$ cat src/design/mideq_pkg.sv
`default_nettype none
// ----------------------------------------------------------------------------
// mideq_pkg
// Shared widths, register codes and defaults of the input qualifier.
// ----------------------------------------------------------------------------
package mideq_pkg;

  localparam int BUTTONS_DEF    = 4;
  localparam int SENSORS_DEF    = 2;
  localparam int LIMITS_DEF     = 2;

  localparam int TIME_W         = 32;
  localparam int MS_W           = 16;
  localparam int DIST_W         = 12;
  localparam int ANALOG_BITS    = 10;
  localparam int MM_PER_CM      = 10;
  localparam int DIFF_MM_W      = DIST_W + 4;

  localparam int POL_BUTTON     = 0;
  localparam int POL_BEAM       = 1;
  localparam int POL_LIMIT      = 2;
  localparam int POL_SENSOR_LSB = 3;

  localparam int REG_IDX_W      = 3;
  localparam logic [REG_IDX_W-1:0] REG_DEBOUNCE  = 3'd0;
  localparam logic [REG_IDX_W-1:0] REG_POLARITY  = 3'd1;
  localparam logic [REG_IDX_W-1:0] REG_SNS_MODE  = 3'd2;
  localparam logic [REG_IDX_W-1:0] REG_SNS_THR   = 3'd3;
  localparam logic [REG_IDX_W-1:0] REG_LOCKOUT   = 3'd4;
  localparam logic [REG_IDX_W-1:0] REG_ECHO_INTV = 3'd5;
  localparam logic [REG_IDX_W-1:0] REG_ECHO_DLT  = 3'd6;

  localparam logic [MS_W-1:0] DEBOUNCE_RST = 16'd20;

  typedef struct packed {
    logic [MS_W-1:0] interval;
    logic [MS_W-1:0] delta;
  } echo_cfg_t;

endpackage
`default_nettype wire

$ cat src/design/mideq_in_if.sv
`default_nettype none
// ----------------------------------------------------------------------------
// mideq_in_if
// Input channel: one tick of timestamp and raw levels per transaction.
// ----------------------------------------------------------------------------
interface mideq_in_if
  import mideq_pkg::*;
#(
  parameter int BUTTONS = BUTTONS_DEF,
  parameter int SENSORS = SENSORS_DEF,
  parameter int LIMITS  = LIMITS_DEF
);
  logic                           valid;
  logic                           ready;
  logic [TIME_W-1:0]              now_ms;
  logic [BUTTONS-1:0]             button_levels;
  logic                           beam_level;
  logic [LIMITS-1:0]              limit_levels;
  logic [DIST_W-1:0]              echo_distance_cm;
  logic [SENSORS-1:0]             sensor_digital_levels;
  logic [ANALOG_BITS*SENSORS-1:0] sensor_raw_values;

  modport source (
    output valid, now_ms, button_levels, beam_level, limit_levels,
           echo_distance_cm, sensor_digital_levels, sensor_raw_values,
    input  ready
  );
  modport sink (
    input  valid, now_ms, button_levels, beam_level, limit_levels,
           echo_distance_cm, sensor_digital_levels, sensor_raw_values,
    output ready
  );
endinterface
`default_nettype wire

$ cat src/design/mideq_out_if.sv
`default_nettype none
// ----------------------------------------------------------------------------
// mideq_out_if
// Result channel: qualified levels and edges, one transaction per tick.
// ----------------------------------------------------------------------------
interface mideq_out_if
  import mideq_pkg::*;
#(
  parameter int BUTTONS = BUTTONS_DEF,
  parameter int SENSORS = SENSORS_DEF,
  parameter int LIMITS  = LIMITS_DEF
);
  logic               valid;
  logic               ready;
  logic [BUTTONS-1:0] buttons_down;
  logic [BUTTONS-1:0] button_press_edges;
  logic [BUTTONS-1:0] button_release_edges;
  logic               beam_active;
  logic               beam_edge;
  logic [DIST_W-1:0]  echo_distance_held;
  logic               echo_active;
  logic               echo_edge;
  logic [SENSORS-1:0] sensor_detected;
  logic [SENSORS-1:0] sensor_pass_edges;
  logic [LIMITS-1:0]  limits_active;

  modport source (
    output valid, buttons_down, button_press_edges, button_release_edges,
           beam_active, beam_edge, echo_distance_held, echo_active, echo_edge,
           sensor_detected, sensor_pass_edges, limits_active,
    input  ready
  );
  modport sink (
    input  valid, buttons_down, button_press_edges, button_release_edges,
           beam_active, beam_edge, echo_distance_held, echo_active, echo_edge,
           sensor_detected, sensor_pass_edges, limits_active,
    output ready
  );
endinterface
`default_nettype wire

$ cat src/design/multi_input_debounce_edge_qualifier_top.sv
`default_nettype none
// ----------------------------------------------------------------------------
// multi_input_debounce_edge_qualifier_top
// Per-tick qualifier for buttons, beam, limits, echo distance and sensors.
// ----------------------------------------------------------------------------
// The block takes one tick transaction every clock cycle while ready is high
// and returns its result from the output register; each button and sensor has
// its own lane, and all lane state updates in the single cycle the transaction
// is accepted, which sets that rate. A skid stage behind the output register
// lets the block accept one more transaction while a result waits; ready drops
// only when both are full. Registers sit at byte address 4*i on a 32-bit APB
// port (8*i on a 64-bit port when the packed thresholds exceed 32 bits); the
// user must write them only while no tick is in flight; nothing enforces it.
// ----------------------------------------------------------------------------
module multi_input_debounce_edge_qualifier_top
  import mideq_pkg::*;
#(
  parameter  int BUTTONS    = BUTTONS_DEF,
  parameter  int SENSORS    = SENSORS_DEF,
  parameter  int LIMITS     = LIMITS_DEF,
  localparam int POL_W      = POL_SENSOR_LSB + SENSORS,
  localparam int THR_W      = ANALOG_BITS * SENSORS,
  localparam int CFG_DATA_W = (THR_W > 32) ? 64 : 32,
  localparam int CFG_LSB    = (THR_W > 32) ? 3 : 2,
  localparam int CFG_ADDR_W = CFG_LSB + REG_IDX_W
)(
  input  wire logic                  clk,
  input  wire logic                  rst_n,
  mideq_in_if.sink                   in_ch,
  mideq_out_if.source                out_ch,
  input  wire logic                  psel,
  input  wire logic                  penable,
  input  wire logic                  pwrite,
  input  wire logic [CFG_ADDR_W-1:0] paddr,
  input  wire logic [CFG_DATA_W-1:0] pwdata,
  output logic      [CFG_DATA_W-1:0] prdata,
  output logic                       pready
);
  logic [MS_W-1:0]      debounce_r;
  logic [POL_W-1:0]     pol_r;
  logic [SENSORS-1:0]   mode_r;
  logic [THR_W-1:0]     thr_r;
  logic [MS_W-1:0]      lockout_r;
  logic [MS_W-1:0]      interval_r;
  logic [MS_W-1:0]      delta_r;
  logic                 beam_prev_r;

  logic                 cfg_wr;
  logic [REG_IDX_W-1:0] cfg_idx;
  logic                 in_fire;
  logic                 take_ok;
  echo_cfg_t            echo_cfg;

  logic [BUTTONS-1:0]   btn_down;
  logic [BUTTONS-1:0]   btn_press;
  logic [BUTTONS-1:0]   btn_rel;
  logic [SENSORS-1:0]   sns_det;
  logic [SENSORS-1:0]   sns_pass;
  logic                 beam_act;
  logic                 beam_rise;
  logic [LIMITS-1:0]    lim_act;
  logic [DIST_W-1:0]    echo_held;
  logic                 echo_act;
  logic                 echo_rise;

  assign pready  = 1'b1;
  assign cfg_wr  = psel & penable & pwrite & pready;
  assign cfg_idx = paddr[CFG_ADDR_W-1:CFG_LSB];

  always_ff @(posedge clk) begin
    if (!rst_n) begin
      debounce_r <= DEBOUNCE_RST;
      pol_r      <= '0;
      mode_r     <= '0;
      thr_r      <= '0;
      lockout_r  <= '0;
      interval_r <= '0;
      delta_r    <= '0;
    end else if (cfg_wr) begin
      case (cfg_idx)
        REG_DEBOUNCE:  debounce_r <= pwdata[MS_W-1:0];
        REG_POLARITY:  pol_r      <= pwdata[POL_W-1:0];
        REG_SNS_MODE:  mode_r     <= pwdata[SENSORS-1:0];
        REG_SNS_THR:   thr_r      <= pwdata[THR_W-1:0];
        REG_LOCKOUT:   lockout_r  <= pwdata[MS_W-1:0];
        REG_ECHO_INTV: interval_r <= pwdata[MS_W-1:0];
        REG_ECHO_DLT:  delta_r    <= pwdata[MS_W-1:0];
        default: ;
      endcase
    end
  end

  always_comb begin
    prdata = '0;
    case (cfg_idx)
      REG_DEBOUNCE:  prdata[MS_W-1:0]    = debounce_r;
      REG_POLARITY:  prdata[POL_W-1:0]   = pol_r;
      REG_SNS_MODE:  prdata[SENSORS-1:0] = mode_r;
      REG_SNS_THR:   prdata[THR_W-1:0]   = thr_r;
      REG_LOCKOUT:   prdata[MS_W-1:0]    = lockout_r;
      REG_ECHO_INTV: prdata[MS_W-1:0]    = interval_r;
      REG_ECHO_DLT:  prdata[MS_W-1:0]    = delta_r;
      default:       prdata              = '0;
    endcase
  end

  assign in_ch.ready = take_ok;
  assign in_fire     = in_ch.valid & take_ok;

  for (genvar b = 0; b < BUTTONS; b++) begin : g_btn
    mideq_btn_lane u_btn (
      .clk        (clk),
      .rst_n      (rst_n),
      .en         (in_fire),
      .now_ms     (in_ch.now_ms),
      .raw_level  (in_ch.button_levels[b]),
      .active_low (pol_r[POL_BUTTON]),
      .window     (debounce_r),
      .down       (btn_down[b]),
      .press_edge (btn_press[b]),
      .rel_edge   (btn_rel[b])
    );
  end

  for (genvar s = 0; s < SENSORS; s++) begin : g_sns
    mideq_sns_lane u_sns (
      .clk          (clk),
      .rst_n        (rst_n),
      .en           (in_fire),
      .now_ms       (in_ch.now_ms),
      .dig_level    (in_ch.sensor_digital_levels[s]),
      .raw_value    (in_ch.sensor_raw_values[s*ANALOG_BITS +: ANALOG_BITS]),
      .threshold    (thr_r[s*ANALOG_BITS +: ANALOG_BITS]),
      .digital_mode (mode_r[s]),
      .active_low   (pol_r[POL_SENSOR_LSB + s]),
      .lockout      (lockout_r),
      .detected     (sns_det[s]),
      .pass_edge    (sns_pass[s])
    );
  end

  assign echo_cfg.interval = interval_r;
  assign echo_cfg.delta    = delta_r;

  mideq_echo u_echo (
    .clk       (clk),
    .rst_n     (rst_n),
    .en        (in_fire),
    .now_ms    (in_ch.now_ms),
    .dist_cm   (in_ch.echo_distance_cm),
    .cfg       (echo_cfg),
    .held      (echo_held),
    .active    (echo_act),
    .echo_rise (echo_rise)
  );

  assign beam_act  = in_ch.beam_level ^ pol_r[POL_BEAM];
  assign beam_rise = beam_act & ~beam_prev_r;
  assign lim_act   = in_ch.limit_levels ^ {LIMITS{pol_r[POL_LIMIT]}};

  always_ff @(posedge clk) begin
    if (!rst_n) begin
      beam_prev_r <= 1'b0;
    end else if (in_fire) begin
      beam_prev_r <= beam_act;
    end
  end

  mideq_merge #(
    .BUTTONS (BUTTONS),
    .SENSORS (SENSORS),
    .LIMITS  (LIMITS)
  ) u_merge (
    .clk       (clk),
    .rst_n     (rst_n),
    .in_fire   (in_fire),
    .take_ok   (take_ok),
    .btn_down  (btn_down),
    .btn_press (btn_press),
    .btn_rel   (btn_rel),
    .beam_act  (beam_act),
    .beam_rise (beam_rise),
    .echo_held (echo_held),
    .echo_act  (echo_act),
    .echo_rise (echo_rise),
    .sns_det   (sns_det),
    .sns_pass  (sns_pass),
    .lim_act   (lim_act),
    .out_ch    (out_ch)
  );
endmodule
`default_nettype wire

$ cat src/design/mideq_btn_lane.sv
`default_nettype none
// ----------------------------------------------------------------------------
// mideq_btn_lane
// One button: time-window debounce with press and release pulses.
// ----------------------------------------------------------------------------
module mideq_btn_lane
  import mideq_pkg::*;
(
  input  wire logic              clk,
  input  wire logic              rst_n,
  input  wire logic              en,
  input  wire logic [TIME_W-1:0] now_ms,
  input  wire logic              raw_level,
  input  wire logic              active_low,
  input  wire logic [MS_W-1:0]   window,
  output logic                   down,
  output logic                   press_edge,
  output logic                   rel_edge
);
  logic              raw_last_r;
  logic              stable_r;
  logic [TIME_W-1:0] chg_time_r;
  logic              raw;
  logic [TIME_W-1:0] chg_time_nxt;
  logic [TIME_W-1:0] elapsed;
  logic              upd;
  logic              stable_nxt;

  assign raw          = raw_level ^ active_low;
  assign chg_time_nxt = (raw != raw_last_r) ? now_ms : chg_time_r;
  assign elapsed      = now_ms - chg_time_nxt;
  assign upd          = (elapsed >= TIME_W'(window)) && (raw != stable_r);
  assign stable_nxt   = upd ? raw : stable_r;

  assign down       = stable_nxt;
  assign press_edge = upd & raw;
  assign rel_edge   = upd & ~raw;

  always_ff @(posedge clk) begin
    if (!rst_n) begin
      raw_last_r <= 1'b0;
      stable_r   <= 1'b0;
      chg_time_r <= '0;
    end else if (en) begin
      raw_last_r <= raw;
      stable_r   <= stable_nxt;
      chg_time_r <= chg_time_nxt;
    end
  end
endmodule
`default_nettype wire

$ cat src/design/mideq_sns_lane.sv
`default_nettype none
// ----------------------------------------------------------------------------
// mideq_sns_lane
// One reflective sensor: digital or threshold detect, pass edge with lockout.
// ----------------------------------------------------------------------------
module mideq_sns_lane
  import mideq_pkg::*;
(
  input  wire logic                   clk,
  input  wire logic                   rst_n,
  input  wire logic                   en,
  input  wire logic [TIME_W-1:0]      now_ms,
  input  wire logic                   dig_level,
  input  wire logic [ANALOG_BITS-1:0] raw_value,
  input  wire logic [ANALOG_BITS-1:0] threshold,
  input  wire logic                   digital_mode,
  input  wire logic                   active_low,
  input  wire logic [MS_W-1:0]        lockout,
  output logic                        detected,
  output logic                        pass_edge
);
  logic              prev_det_r;
  logic [TIME_W-1:0] event_time_r;
  logic              det;
  logic              analog_det;
  logic [TIME_W-1:0] elapsed;

  assign analog_det = active_low ? (raw_value <= threshold) : (raw_value >= threshold);
  assign det        = digital_mode ? (dig_level ^ active_low) : analog_det;
  assign elapsed    = now_ms - event_time_r;
  assign pass_edge  = det && !prev_det_r && (elapsed >= TIME_W'(lockout));
  assign detected   = det;

  always_ff @(posedge clk) begin
    if (!rst_n) begin
      prev_det_r   <= 1'b0;
      event_time_r <= '0;
    end else if (en) begin
      prev_det_r <= det;
      if (pass_edge) begin
        event_time_r <= now_ms;
      end
    end
  end
endmodule
`default_nettype wire

$ cat src/design/mideq_echo.sv
`default_nettype none
// ----------------------------------------------------------------------------
// mideq_echo
// Echo distance resampling and change-by-delta activity detect.
// ----------------------------------------------------------------------------
module mideq_echo
  import mideq_pkg::*;
(
  input  wire logic              clk,
  input  wire logic              rst_n,
  input  wire logic              en,
  input  wire logic [TIME_W-1:0] now_ms,
  input  wire logic [DIST_W-1:0] dist_cm,
  input  wire echo_cfg_t         cfg,
  output logic [DIST_W-1:0]      held,
  output logic                   active,
  output logic                   echo_rise
);
  logic [TIME_W-1:0]    sample_time_r;
  logic [DIST_W-1:0]    held_r;
  logic                 has_ref_r;
  logic [DIST_W-1:0]    ref_r;
  logic                 prev_act_r;
  logic [TIME_W-1:0]    elapsed;
  logic                 resample;
  logic [DIST_W-1:0]    held_nxt;
  logic [DIST_W-1:0]    diff;
  logic [DIFF_MM_W-1:0] diff_mm;
  logic                 act;

  assign elapsed  = now_ms - sample_time_r;
  assign resample = (elapsed >= TIME_W'(cfg.interval)) || (sample_time_r == '0);
  assign held_nxt = resample ? dist_cm : held_r;
  assign diff     = (held_nxt > ref_r) ? (held_nxt - ref_r) : (ref_r - held_nxt);
  assign diff_mm  = DIFF_MM_W'(diff) * DIFF_MM_W'(MM_PER_CM);
  assign act      = (held_nxt != '0) && has_ref_r && (diff_mm >= DIFF_MM_W'(cfg.delta));

  assign held      = held_nxt;
  assign active    = act;
  assign echo_rise = act & ~prev_act_r;

  always_ff @(posedge clk) begin
    if (!rst_n) begin
      sample_time_r <= '0;
      held_r        <= '0;
      has_ref_r     <= 1'b0;
      ref_r         <= '0;
      prev_act_r    <= 1'b0;
    end else if (en) begin
      held_r     <= held_nxt;
      prev_act_r <= act;
      if (resample) begin
        sample_time_r <= now_ms;
      end
      if (held_nxt != '0) begin
        ref_r     <= held_nxt;
        has_ref_r <= 1'b1;
      end
    end
  end
endmodule
`default_nettype wire

$ cat src/design/mideq_merge.sv
`default_nettype none
// ----------------------------------------------------------------------------
// mideq_merge
// Collect lane results into one transaction; output register plus skid stage.
// ----------------------------------------------------------------------------
module mideq_merge
  import mideq_pkg::*;
#(
  parameter int BUTTONS = BUTTONS_DEF,
  parameter int SENSORS = SENSORS_DEF,
  parameter int LIMITS  = LIMITS_DEF
)(
  input  wire logic               clk,
  input  wire logic               rst_n,
  input  wire logic               in_fire,
  output logic                    take_ok,
  input  wire logic [BUTTONS-1:0] btn_down,
  input  wire logic [BUTTONS-1:0] btn_press,
  input  wire logic [BUTTONS-1:0] btn_rel,
  input  wire logic               beam_act,
  input  wire logic               beam_rise,
  input  wire logic [DIST_W-1:0]  echo_held,
  input  wire logic               echo_act,
  input  wire logic               echo_rise,
  input  wire logic [SENSORS-1:0] sns_det,
  input  wire logic [SENSORS-1:0] sns_pass,
  input  wire logic [LIMITS-1:0]  lim_act,
  mideq_out_if.source             out_ch
);
  localparam int RES_W = 3*BUTTONS + DIST_W + 4 + 2*SENSORS + LIMITS;

  logic             out_valid_r;
  logic [RES_W-1:0] out_data_r;
  logic             skid_valid_r;
  logic [RES_W-1:0] skid_data_r;
  logic [RES_W-1:0] res;
  logic             out_free;

  assign res = {btn_down, btn_press, btn_rel, beam_act, beam_rise, echo_held,
                echo_act, echo_rise, sns_det, sns_pass, lim_act};

  assign take_ok  = ~skid_valid_r;
  assign out_free = ~out_valid_r | out_ch.ready;

  assign out_ch.valid = out_valid_r;
  assign {out_ch.buttons_down, out_ch.button_press_edges, out_ch.button_release_edges,
          out_ch.beam_active, out_ch.beam_edge, out_ch.echo_distance_held,
          out_ch.echo_active, out_ch.echo_edge, out_ch.sensor_detected,
          out_ch.sensor_pass_edges, out_ch.limits_active} = out_data_r;

  always_ff @(posedge clk) begin
    if (!rst_n) begin
      out_valid_r  <= 1'b0;
      skid_valid_r <= 1'b0;
    end else if (out_free) begin
      if (skid_valid_r) begin
        out_valid_r  <= 1'b1;
        skid_valid_r <= 1'b0;
      end else begin
        out_valid_r <= in_fire;
      end
    end else if (in_fire) begin
      skid_valid_r <= 1'b1;
    end
  end

  always_ff @(posedge clk) begin
    if (out_free) begin
      if (skid_valid_r) begin
        out_data_r <= skid_data_r;
      end else if (in_fire) begin
        out_data_r <= res;
      end
    end else if (in_fire) begin
      skid_data_r <= res;
    end
  end

  a_skid_needs_out: assert property (@(posedge clk) disable iff (!rst_n)
    skid_valid_r |-> out_valid_r)
    else $error("skid stage holds a transaction while the output stage is empty");

  a_stall_fills_skid: assert property (@(posedge clk) disable iff (!rst_n)
    (out_valid_r && !out_ch.ready && in_fire) |=> (skid_valid_r && out_valid_r))
    else $error("transaction accepted during output stall was not held");

  a_skid_drains: assert property (@(posedge clk) disable iff (!rst_n)
    (skid_valid_r && out_ch.ready) |=> (out_valid_r && !skid_valid_r))
    else $error("skid stage did not advance into the output stage");

  a_out_kept: assert property (@(posedge clk) disable iff (!rst_n)
    (out_valid_r && !out_ch.ready) |=> (out_valid_r && $stable(out_data_r)))
    else $error("stalled output transaction changed");
endmodule
`default_nettype wire
$ cat src/flat_wrapper.sv
// flat-port wrapper written by rule: the top's interface ports become plain ports
module multi_input_debounce_edge_qualifier_top_flat import mideq_pkg::*;
#(
  parameter  int BUTTONS    = BUTTONS_DEF,
  parameter  int SENSORS    = SENSORS_DEF,
  parameter  int LIMITS     = LIMITS_DEF,
  localparam int POL_W      = POL_SENSOR_LSB + SENSORS,
  localparam int THR_W      = ANALOG_BITS * SENSORS,
  localparam int CFG_DATA_W = (THR_W > 32) ? 64 : 32,
  localparam int CFG_LSB    = (THR_W > 32) ? 3 : 2,
  localparam int CFG_ADDR_W = CFG_LSB + REG_IDX_W
)
  (clk, rst_n, psel, penable, pwrite, paddr, pwdata, prdata, pready, in_ch_valid, in_ch_now_ms, in_ch_button_levels, in_ch_beam_level, in_ch_limit_levels, in_ch_echo_distance_cm, in_ch_sensor_digital_levels, in_ch_sensor_raw_values, in_ch_ready, out_ch_valid, out_ch_buttons_down, out_ch_button_press_edges, out_ch_button_release_edges, out_ch_beam_active, out_ch_beam_edge, out_ch_echo_distance_held, out_ch_echo_active, out_ch_echo_edge, out_ch_sensor_detected, out_ch_sensor_pass_edges, out_ch_limits_active, out_ch_ready);
  mideq_in_if #(.BUTTONS(BUTTONS), .SENSORS(SENSORS), .LIMITS(LIMITS)) in_ch_i ();
  mideq_out_if #(.BUTTONS(BUTTONS), .SENSORS(SENSORS), .LIMITS(LIMITS)) out_ch_i ();
  input  wire logic clk;
  input  wire logic rst_n;
  input  wire logic psel;
  input  wire logic penable;
  input  wire logic pwrite;
  input  wire logic [CFG_ADDR_W-1:0] paddr;
  input  wire logic [CFG_DATA_W-1:0] pwdata;
  output logic      [CFG_DATA_W-1:0] prdata;
  output logic pready;
  input wire logic [$bits(in_ch_i.valid)-1:0] in_ch_valid;
  input wire logic [$bits(in_ch_i.now_ms)-1:0] in_ch_now_ms;
  input wire logic [$bits(in_ch_i.button_levels)-1:0] in_ch_button_levels;
  input wire logic [$bits(in_ch_i.beam_level)-1:0] in_ch_beam_level;
  input wire logic [$bits(in_ch_i.limit_levels)-1:0] in_ch_limit_levels;
  input wire logic [$bits(in_ch_i.echo_distance_cm)-1:0] in_ch_echo_distance_cm;
  input wire logic [$bits(in_ch_i.sensor_digital_levels)-1:0] in_ch_sensor_digital_levels;
  input wire logic [$bits(in_ch_i.sensor_raw_values)-1:0] in_ch_sensor_raw_values;
  output wire logic [$bits(in_ch_i.ready)-1:0] in_ch_ready;
  output wire logic [$bits(out_ch_i.valid)-1:0] out_ch_valid;
  output wire logic [$bits(out_ch_i.buttons_down)-1:0] out_ch_buttons_down;
  output wire logic [$bits(out_ch_i.button_press_edges)-1:0] out_ch_button_press_edges;
  output wire logic [$bits(out_ch_i.button_release_edges)-1:0] out_ch_button_release_edges;
  output wire logic [$bits(out_ch_i.beam_active)-1:0] out_ch_beam_active;
  output wire logic [$bits(out_ch_i.beam_edge)-1:0] out_ch_beam_edge;
  output wire logic [$bits(out_ch_i.echo_distance_held)-1:0] out_ch_echo_distance_held;
  output wire logic [$bits(out_ch_i.echo_active)-1:0] out_ch_echo_active;
  output wire logic [$bits(out_ch_i.echo_edge)-1:0] out_ch_echo_edge;
  output wire logic [$bits(out_ch_i.sensor_detected)-1:0] out_ch_sensor_detected;
  output wire logic [$bits(out_ch_i.sensor_pass_edges)-1:0] out_ch_sensor_pass_edges;
  output wire logic [$bits(out_ch_i.limits_active)-1:0] out_ch_limits_active;
  input wire logic [$bits(out_ch_i.ready)-1:0] out_ch_ready;
  assign in_ch_i.valid = in_ch_valid;
  assign in_ch_i.now_ms = in_ch_now_ms;
  assign in_ch_i.button_levels = in_ch_button_levels;
  assign in_ch_i.beam_level = in_ch_beam_level;
  assign in_ch_i.limit_levels = in_ch_limit_levels;
  assign in_ch_i.echo_distance_cm = in_ch_echo_distance_cm;
  assign in_ch_i.sensor_digital_levels = in_ch_sensor_digital_levels;
  assign in_ch_i.sensor_raw_values = in_ch_sensor_raw_values;
  assign in_ch_ready = in_ch_i.ready;
  assign out_ch_valid = out_ch_i.valid;
  assign out_ch_buttons_down = out_ch_i.buttons_down;
  assign out_ch_button_press_edges = out_ch_i.button_press_edges;
  assign out_ch_button_release_edges = out_ch_i.button_release_edges;
  assign out_ch_beam_active = out_ch_i.beam_active;
  assign out_ch_beam_edge = out_ch_i.beam_edge;
  assign out_ch_echo_distance_held = out_ch_i.echo_distance_held;
  assign out_ch_echo_active = out_ch_i.echo_active;
  assign out_ch_echo_edge = out_ch_i.echo_edge;
  assign out_ch_sensor_detected = out_ch_i.sensor_detected;
  assign out_ch_sensor_pass_edges = out_ch_i.sensor_pass_edges;
  assign out_ch_limits_active = out_ch_i.limits_active;
  assign out_ch_i.ready = out_ch_ready;
  multi_input_debounce_edge_qualifier_top #(.BUTTONS(BUTTONS), .SENSORS(SENSORS), .LIMITS(LIMITS)) u_core (.clk(clk), .rst_n(rst_n), .in_ch(in_ch_i), .out_ch(out_ch_i), .psel(psel), .penable(penable), .pwrite(pwrite), .paddr(paddr), .pwdata(pwdata), .prdata(prdata), .pready(pready));
endmodule
$ cat config.mk
export PLATFORM = sky130hd
export DESIGN_NAME = multi_input_debounce_edge_qualifier_top_flat
export DESIGN_NICKNAME = d
export VERILOG_FILES = /design/src/design/mideq_pkg.sv /design/src/design/mideq_in_if.sv /design/src/design/mideq_out_if.sv /design/src/design/multi_input_debounce_edge_qualifier_top.sv /design/src/design/mideq_btn_lane.sv /design/src/design/mideq_sns_lane.sv /design/src/design/mideq_echo.sv /design/src/design/mideq_merge.sv /design/src/flat_wrapper.sv
export SDC_FILE = /design/constraint.sdc
export NUM_CORES = 2
export LEC_CHECK = 0
export ABC_AREA = 1
export ABC_CLOCK_PERIOD_IN_PS = 17660
export BUFFER_PORTS_ARGS = -buffer_cell sky130_fd_sc_hd__clkbuf_2
export CAP_MARGIN = 15
export CORE_UTILIZATION = 35
export DETAILED_ROUTE_END_ITERATION = 6
export PLACE_DENSITY = 0.52
export SETUP_SLACK_MARGIN = 0.15
export SYNTH_ARGS = -nofsm -noshare
export SYNTH_HDL_FRONTEND = slang
export SYNTH_SLANG_ARGS = --single-unit
$ cat constraint.sdc
create_clock -name clk -period 17.66 [get_ports clk]
set_clock_uncertainty 0.15 [all_clocks]
set_input_delay 3.532 -clock clk [delete_from_list [all_inputs] [get_ports clk]]
set_output_delay 3.532 -clock clk [all_outputs]
set_load 0.01 [all_outputs]
==> impl_metrics.csv <==
group,metric,value,unit
drt,drt_first_pass_iters,6,
pwr,intPower,2.47,mW
clock_network,clockBufferDepth,3,
die,die_y,328,um
die,die_w,328,um
drt,final_antenna_net_count,0,
pwr,pwr-share-seq,25.5,%
status,status,"completed",
die,core_area,105000,um^2
clock_network,cts_tree,"yes",
clock_network,root_buffer,"clkbuf_16",
pwr,power_frac_clock,29.2,%
synthesis,synth_seq_cells,422,
setup_path,cp_top_family,"simple AND/OR/NAND/NOR gates",
placed_design,place_area,39500,um^2
sta,period_needed,13120,ps
setup_path,cp.arrival,13370,ps
sta,hold_ws,305,ps
placed_design,dpl.hpwl,106,mm
sta,hold_violations,0,
sta,worst_slack,4540,ps
setup_path,slowest_delay,630,ps
placed_design,place_ws,3880,ps
synthesis,ys_types,56,
placed_design,post-place-cells,7187,
sta,tightest_slew,1040,ps
setup_path,reg2regPathDepth,58,
pwr,swShare,41.6,%
grt,grt_pass1_vias,33403,
cells_and_area,final_util,39.4,%
setup_path,cp.depth,54,
grt,antenna_found_initial,8,
synthesis,synth_top_family_by_area,"simple AND/OR/NAND/NOR gates",
cells_and_area,regArea,9130,um^2
die,rows,119,
cells_and_area,multi_input_area,23800,um^2
flow_run,cap_violations,0,
drt,num_vias,37192,
clock_network,clock-sinks,422,
synthesis,synth-simple-area-share,25.9,%
die,initial_core_util,35.3,%
sta,maxSlewHeadroom,30.6,%
synthesis,synthCells,5755,
clock_network,post_cts_buffers,0,
clock_network,clkLatencyLatePin,680,ps
synthesis,netlist_area,37200,um^2
grt,grt-ovfl-total,0,
pwr,combPwrFrac,45.4,%
synthesis,ys_seq_area_share,24.5,%
synthesis,synth_edf_count,68,
synthesis,ys.flop_type,"dfxtp_1",
sta,setup_tns,0,ps
sta,fmax,76.2,MHz
cells_and_area,finalNetCount,6389,
setup_path,crit_fanout,15,
synthesis,synthMuxAreaShare,0.0807,%
pwr,ir_drop,85.2,uV
synthesis,yosys_warnings,0,
sta,grt_setup_unrepaired,"false",
synthesis,synth_area_per_cell,6.46,um^2
cells_and_area,drive_gt1_share,6.20,%
cells_and_area,final_area,41500,um^2
setup_path,path_common_cell,"nand2_1",
drt,drc,0,
cells_and_area,layout.cells.non_filler,7294,
placed_design,io_buffers,158,
pwr,leakagePower,20.5,nW
synthesis,synth-async-reset-ratio,0,%
grt,grt_usage,24.9,%
synthesis,synth_compound_area_share,18.9,%
sta,setup_violations,0,
synthesis,synthAdderAreaFrac,14.2,%
pwr,p_total,4.23,mW
drt,via_per_inst,5.10,
cells_and_area,area_growth,11.6,%
pwr,power_density,102,nW/um^2
grt,grt_max_degree,187,
cells_and_area,fill_cells,11392,
sta,period_share,74.3,%
setup_path,critPathKind,"primary input to flop",
sta,finalMaxSlewViolations,0,
setup_path,endpoint_kind,"flop",
min_path,min_path_cells,2,
setup_path,critPathBufInv,8,
setup_path,critical_path_required,17920,ps
die,dieArea,108000,um^2
setup_path,worst_path_max_delay_cell,"nor2_1",
drt,wl_per_cell,18.8,um
die,ios,186,
setup_path,critPathLaunchType,"primary input",
clock_network,clk_pin_slew,60,ps
pwr,power.switching,1.76,mW
clock_network,cts_buffers,56,
grt,grt_pass1_wl,206,mm
placed_design,gp_congestion,0.948,
clock_network,htree_levels,2,
drt,wl,137,mm
synthesis,synth_xor_xnor_area_share,4.66,%
clock_network,holdBufCountCts,0,
clock_network,cts_resized,0,
min_path,hp-class,"flop to flop",
drt,drt_iter0_drc,2952,
[layer usage]
metal / track usage [%] / vias to the layer above / part of all wire, %
met4: 6.01 / 16 / 2.3
met3: 3.82 / 162 / 6.2
met2: 37.5 / 1026 / 42
li1: - / 19079 / -
met1: 36.6 / 16909 / 50
met5: 0 / - / 0.079
[worst reg2reg max path: cells and delay by family, from the launching register on]
family	cells	cell delay (ps)
and+or+nand+nor	29	3570
adders and majority gates	6	1910
DFF	1	300
xor gates and xnor gates	2	430
buffers and inverters	8	820
AOI/OAI and AO/OA	13	2420
[power by group through the flow]
stage               Clock, mW  Sequential [mW]  Combinational [mW]
floorplan                   0             1.10                1.40
global placement            0             1.10                1.87
detailed placement          0             1.10                1.89
CTS                      1.26             1.08                1.90
global route             1.30             1.08                2.17
finish                   1.23             1.08                1.92
[cell type report]
class / count / share of cell area [%]
multi-input combinational: 4212 / 57.4
inverter: 954 / 8.62
clock inverter: 25 / 0.787
sequential: 422 / 22.0
antenna: 2 / 0.0121
timing repair buffer: 209 / 2.96
tap: 1391 / 4.19
clock buffer: 79 / 4.03
[state kept, by name (all words and copies together) (netlist names), 2 cells and up]
signal                           count
u_core.g_btn.u_btn.chg_time_r      128
u_core.mode_r                        2
u_core.thr_r                        20
u_core.g_sns.u_sns.prev_det_r        2
u_core.g_btn.u_btn.stable_r          4
u_core.pol_r                         5
u_core.u_echo.sample_time_r         32
u_core.interval_r                   16
u_core.g_btn.u_btn.raw_last_r        4
u_core.u_merge.out_data_r           34
u_core.u_echo.ref_r                 12
u_core.u_merge.skid_data_r          34
u_core.debounce_r                   16
u_core.g_sns.u_sns.event_time_r     64
u_core.lockout_r                    16
u_core.delta_r                      16
u_core.u_echo.held_r                12
[kinds of logic (layout without fill, tap and decap cells)]
logic type,count (synthesis),in the layout
other,2,15
XOR/XNOR,197,197
AO/OA/AOI/OAI,1242,1242
flip-flops,422,422
adder cells (fa/ha/maj),417,417
multiplexers,3,3
buffers and inverters,1132,1267
AND/OR/NAND/NOR,2340,2340
[path summary, 6_finish.rpt]
kind | from | endpoint | slack, ps
setup / recovery | in_ch_now_ms[1] | u_core.u_merge.out_data_r[6] | 4540
hold / removal | u_core.u_echo.held_r[5] | u_core.u_echo.held_r[5] | 300
setup reg to reg | u_core.u_echo.sample_time_r[2] | u_core.u_merge.out_data_r[6] | 7790
hold reg to reg | u_core.u_echo.held_r[5] | u_core.u_echo.held_r[5] | 300
[Yosys cell counts (all sizes together), types with 13 or more instances]
cell	number	area, um^2
nand3b	20	150
a21o	44	330
o21bai	32	240
nand4	113	707
o211ai	136	1020
o22ai	18	113
o21ai	447	2240
nor2	508	1940
buf	52	290
inv	940	3530
xnor2	55	489
clkinv	14	52.6
a21boi	13	97.6
a221oi	20	175
nand3	189	966
xor2	142	1240
ha	407	5090
o221ai	13	114
a31oi	16	100
clkbuf	126	474
a21oi	477	2390
nor3	69	355
nand2	1417	5360
edfxtp	68	2040
dfxtp	354	7090
[layout by cell type (no fill, tap or decap), types with 136 or more instances in the layout]
master	n
a21oi_1	476
clkbuf_2	157
dfxtp_1	353
ha_1	407
inv_1	934
nand2_1	1399
nand3_1	185
nor2_1	491
o211ai_1	136
o21ai_0	440
xor2_1	142
Note: power is estimated with default switching activity, not from simulation.
